==> config.mk <==
export PLATFORM = sky130hd
export DESIGN_NAME = rsmp_ctrl
export DESIGN_NICKNAME = d
export VERILOG_FILES = /design/src/hw/rtl/rsmp_pkg.sv /design/src/hw/rtl/rsmp_ctrl.sv
export SDC_FILE = /design/constraint.sdc
export NUM_CORES = 1
export LEC_CHECK = 0
export BUFFER_PORTS_ARGS = -buffer_cell sky130_fd_sc_hd__buf_2
export CAP_MARGIN = 0
export CORE_AREA = 8 8 45 47
export DETAILED_ROUTE_END_ITERATION = 6
export DIE_AREA = 0 0 53 55
export PLACE_DENSITY = 0.43
export SYNTH_ARGS = -nofsm -noshare
export SYNTH_HDL_FRONTEND = slang
export SYNTH_SLANG_ARGS = --single-unit
==> constraint.sdc <==
create_clock -name i_clk -period 2.06 [get_ports i_clk]
set_clock_uncertainty 0.1 [all_clocks]
set_input_delay 0.206 -clock i_clk [delete_from_list [all_inputs] [get_ports i_clk]]
set_output_delay 0.206 -clock i_clk [all_outputs]
set_load 0.005 [all_outputs]
==> src/hw/rtl/rsmp_pkg.sv <==
// ----------------------------------------------------------------------------
// rsmp_pkg
// Shared types and constants of the reservoir sampler: opcodes, field widths,
// and the command and status groups between controller and datapath.
// ----------------------------------------------------------------------------
package rsmp_pkg;

    localparam int OP_W     = 2;
    localparam int PORT_W   = 32;
    localparam int COUNT_W  = 11;
    localparam int DIV_W    = 32;
    localparam int DIV_CNT_W = $clog2(DIV_W);

    localparam logic [COUNT_W-1:0] TARGET_RESET = 11'd1024;
    localparam logic [DIV_W-1:0]   POOL_MAX     = '1;

    typedef enum logic [OP_W-1:0] {
        OP_OFFER  = 2'd0,
        OP_REWIND = 2'd1,
        OP_READ   = 2'd2,
        OP_CLEAR  = 2'd3
    } t_op;

    typedef struct packed {
        logic offer_append;
        logic offer_divide;
        logic rewind;
        logic read;
        logic clear;
        logic replace;
        logic emit;
    } t_cmd;

    typedef struct packed {
        logic fill_ok;
        logic div_done;
    } t_status;

endpackage

==> src/hw/rtl/rsmp_ctrl.sv <==
// ----------------------------------------------------------------------------
// rsmp_ctrl
// Controller of the reservoir sampler: decodes the opcode, sequences the
// remainder wait and replacement, and strobes each result.
// ----------------------------------------------------------------------------
module rsmp_ctrl (
    input  logic                      i_clk,
    input  logic                      i_rst_n,
    input  logic                      start,
    output logic                      busy,
    input  logic [rsmp_pkg::OP_W-1:0] i_opcode,
    input  rsmp_pkg::t_status         i_status,
    output rsmp_pkg::t_cmd            o_cmd,
    output logic                      o_done
);
    import rsmp_pkg::*;

    typedef enum logic [1:0] {
        S_IDLE,
        S_DIV,
        S_REPL,
        S_EMIT
    } t_state;

    t_state r_state;
    t_state n_state;
    logic   r_done;
    logic   w_accept;

    assign w_accept = start && (r_state == S_IDLE);

    always_comb begin
        n_state = r_state;
        o_cmd   = '0;
        unique case (r_state)
            S_IDLE: begin
                if (w_accept) begin
                    n_state = S_EMIT;
                    unique case (t_op'(i_opcode))
                        OP_OFFER: begin
                            if (i_status.fill_ok) begin
                                o_cmd.offer_append = 1'b1;
                            end else begin
                                o_cmd.offer_divide = 1'b1;
                                n_state            = S_DIV;
                            end
                        end
                        OP_REWIND: o_cmd.rewind = 1'b1;
                        OP_READ:   o_cmd.read   = 1'b1;
                        OP_CLEAR:  o_cmd.clear  = 1'b1;
                    endcase
                end
            end
            S_DIV: begin
                if (i_status.div_done) begin
                    n_state = S_REPL;
                end
            end
            S_REPL: begin
                o_cmd.replace = 1'b1;
                n_state       = S_EMIT;
            end
            S_EMIT: begin
                o_cmd.emit = 1'b1;
                n_state    = S_IDLE;
            end
        endcase
    end

    always_ff @(posedge i_clk) begin
        if (!i_rst_n) begin
            r_state <= S_IDLE;
            r_done  <= 1'b0;
        end else begin
            r_state <= n_state;
            r_done  <= (r_state == S_EMIT);
        end
    end

    assign busy   = (r_state != S_IDLE);
    assign o_done = r_done;

    a_done_idle: assert property (@(posedge i_clk) disable iff (!i_rst_n)
        r_done |-> !busy)
        else $error("result strobe while busy");

    a_full_offer_div: assert property (@(posedge i_clk) disable iff (!i_rst_n)
        o_cmd.offer_divide |=> (r_state == S_DIV))
        else $error("full offer did not wait on remainder");

    a_div_done_state: assert property (@(posedge i_clk) disable iff (!i_rst_n)
        i_status.div_done |-> (r_state == S_DIV))
        else $error("remainder done outside wait");

    a_emit_once: assert property (@(posedge i_clk) disable iff (!i_rst_n)
        o_cmd.emit |=> !o_cmd.emit)
        else $error("two emits in a row");

endmodule

==> flow_metrics.env <==
export IMPL_min_path_type="input port to flop"
export IMPL_drc=0
export IMPL_setup_viol=0
export IMPL_arrival_ns=1.61
export IMPL_cts_tree="yes"
export IMPL_final_net_count=65
export IMPL_vias=285
export IMPL_final_cell_mix="buf_2 (15), inv_1 (5), ha_1 (5)"
export IMPL_place_congestion=0.7430
export IMPL_cts_buffer_depth=2
export IMPL_ios=16
export IMPL_multi_input_area_sq_um=190.2
export IMPL_syn_mean_instance_area_sq_um=8.152
export IMPL_diodes=0
export IMPL_ant_nets=0
export IMPL_startpoint_type="flop"
export IMPL_die_area_sq_um=2915
export IMPL_max_vdd_ir_drop_uv=312.5
export IMPL_min_from="i_rst_n"
export IMPL_max_freq_mhz=522.0
export IMPL_min_period_ns=1.916
export IMPL_hold_violations=0
export IMPL_root_buffer="clkbuf_4"
export IMPL_routed_wl_um=685
export IMPL_grt_pass1_vias=324
export IMPL_end_kind="primary output"
export IMPL_worst_pin_slew_ns=0.2285
export IMPL_grt_pass1_wl_mm=1.179
export IMPL_status="complete, no violations"
export IMPL_p_sw_frac=0.3832
export IMPL_hold_buffers=0
export IMPL_yosysTopAreaCellShare=0.2326
export IMPL_synth_largest_area_cell="ha_1"
export IMPL_synth_cells=33
export IMPL_drive_gt1_frac=0.4038
export IMPL_drtIter0Drc=1
export IMPL_synth_area_sq_um=269.0
export IMPL_reg2reg_depth=5
export IMPL_insertion_delay_ns=0.23
export IMPL_antenna_found_initial=0
export IMPL_p_comb_frac=0.538
export IMPL_gr_total_overflow=0
export IMPL_critPathRequiredTime_ns=1.75
export IMPL_critPathLaunch="r_state[0]"
export IMPL_path_clk_slew_ns=0.04
export IMPL_cts_resized=0
export IMPL_internal_power_mw=0.2704
export IMPL_cts_max_level=1
export IMPL_synth_seq_cells=3
export IMPL_yosysUniqueCellTypes=17
export IMPL_critPathMaxFanout=5
export IMPL_dr_pass1_iters=2
export IMPL_slew_violations=0
export IMPL_max_slew_margin_rel=0.8463
export IMPL_num_rows=14
export IMPL_area_sequential_sq_um=60.06
export IMPL_net_switching_power_mw=0.1680
export IMPL_grt_max_degree=6
export IMPL_synth_area_leaders="ha_1 (23%), dfxtp_1 (22%), inv_1 (7.0%)"
export IMPL_leakage_nw=0.2177
export IMPL_numPortBuffers=15
export IMPL_die_h_um=55
export IMPL_crit_end="o_cmd[5]"
export IMPL_cts_setup_buffers=0
export IMPL_timing_rr_end="r_state[1]"
export IMPL_hpwl_um=590.8
export IMPL_syn_nets=45
export IMPL_cts_sinks=3
export IMPL_finalCritPeriodShare=0.9299
export IMPL_fill_cells=156
export IMPL_rsz0062_at_grt="false"
export IMPL_grt_util_all_layers=0.05131
export IMPL_ys_seq_area_frac=0.2233
export IMPL_r2r_start="r_state[0]"
export IMPL_cts_made_buffers=3
export IMPL_power_density_nw_per_um2=1123
export IMPL_power_share_clock=0.233
export IMPL_rrSetupSlack_ns=0.47
export IMPL_setup_tns_ns=0
export IMPL_seqPwrFrac=0.229
export IMPL_initial_utilization=0.1944
export IMPL_syn2layout_area_growth_pct=45.12
export IMPL_max_cap_viol_count=0
export IMPL_criticalPathCategory="flop to primary output"
export IMPL_wl_per_cell_um=10.07
export IMPL_utilization=0.2821
export IMPL_fp_dieW_um=53
export IMPL_viasPerCell=4.191
export IMPL_core_sq_um=1384
export IMPL_synth_warnings=0
export IMPL_final_common_cell="buf_2"
metal layers:
layer  part of all wire  wire (um)  track usage
met1               0.42        290      0.05303
met2               0.46        312      0.09375
met3               0.12         82      0.01337
met4                  0          0      0.02586
met5                  0          0            0
cell usage after synthesis, drive strengths merged:
library cell  instances
a21boi                1
a21oi                 1
and2                  1
and2b                 2
dfxtp                 3
ha                    5
inv                   5
nand2                 2
nor2                  3
nor3                  1
nor3b                 1
nor4                  2
o2111ai               1
o21ai                 1
or2b                  3
or4b                  1
logic make-up (layout without fill, tap and decap cells):
logic type                 after synthesis  in the layout  synth area share
and+or+nand+nor                         16             16            0.3768
adders and majority gates                5              5            0.2326
buffers and inverters                    5             24           0.06977
AOI/OAI and AO/OA                        4              4           0.09766
DFF                                      3              3            0.2233
sequential cells by signal (all words and copies together) (netlist names):
name,flops
r_state,2
o_done,1
power groups by stage:
| stage | clock network [mW] | registers [mW] | logic [mW] |
|---|---|---|---|
| 6_report | 0.102 | 0.100 | 0.236 |
| 5_1_grt | 0.113 | 0.103 | 0.281 |
| 4_1_cts | 0.104 | 0.101 | 0.244 |
| 3_5_place_dp | 0 | 0.101 | 0.241 |
| 3_3_place_gp | 0 | 0.101 | 0.242 |
| 2_1_floorplan | 0 | 0.0961 | 0.163 |
worst min path at each step:
| stage | endpoint | cells past startpoint | slack (ns) |
|---|---|---|---|
| 2_1_floorplan | o_done | 1 | 0.23 |
| 3_3_place_gp | o_done | 2 | 0.34 |
| 3_5_place_dp | o_done | 2 | 0.34 |
| 4_1_cts | o_done | 2 | 0.11 |
| 5_1_grt | o_done | 2 | 0.12 |
| 6_report | o_done | 2 | 0.11 |
metrics by stage:
step	power (mW)	setup slack [ns]	hold slack, ns	cell area (sq um)	std cells
2_1_floorplan	0.2586	0.5731	0.2277	269.0	33
3_3_place_gp	0.3429	0.3937	0.3378	364.1	64
3_5_place_dp	0.3420	0.3766	0.3396	364.1	64
4_1_cts	0.4488	0.1303	0.1103	390.4	68
5_1_grt	0.4961	0.007481	0.1170	390.4	68
6_report	0.4383	0.1444	0.1075	390.4	68
layout make-up:
| class | count | area share |
|---|---|---|
| multi-input cells | 25 | 0.4872 |
| repair buffers | 15 | 0.1923 |
| flip-flops and latches | 3 | 0.1538 |
| clock buffers | 4 | 0.06731 |
| well taps | 16 | 0.05128 |
| inverters | 5 | 0.04808 |
worst max-delay path, cell delays in order, from the launching register on:
cell and delay (ns):
dfxtp_1 0.33, inv_1 0.12, ha_1 0.23, or4b_1 0.48, nor2_1 0.10, buf_2 0.12
(Power assumes the default switching activity.)
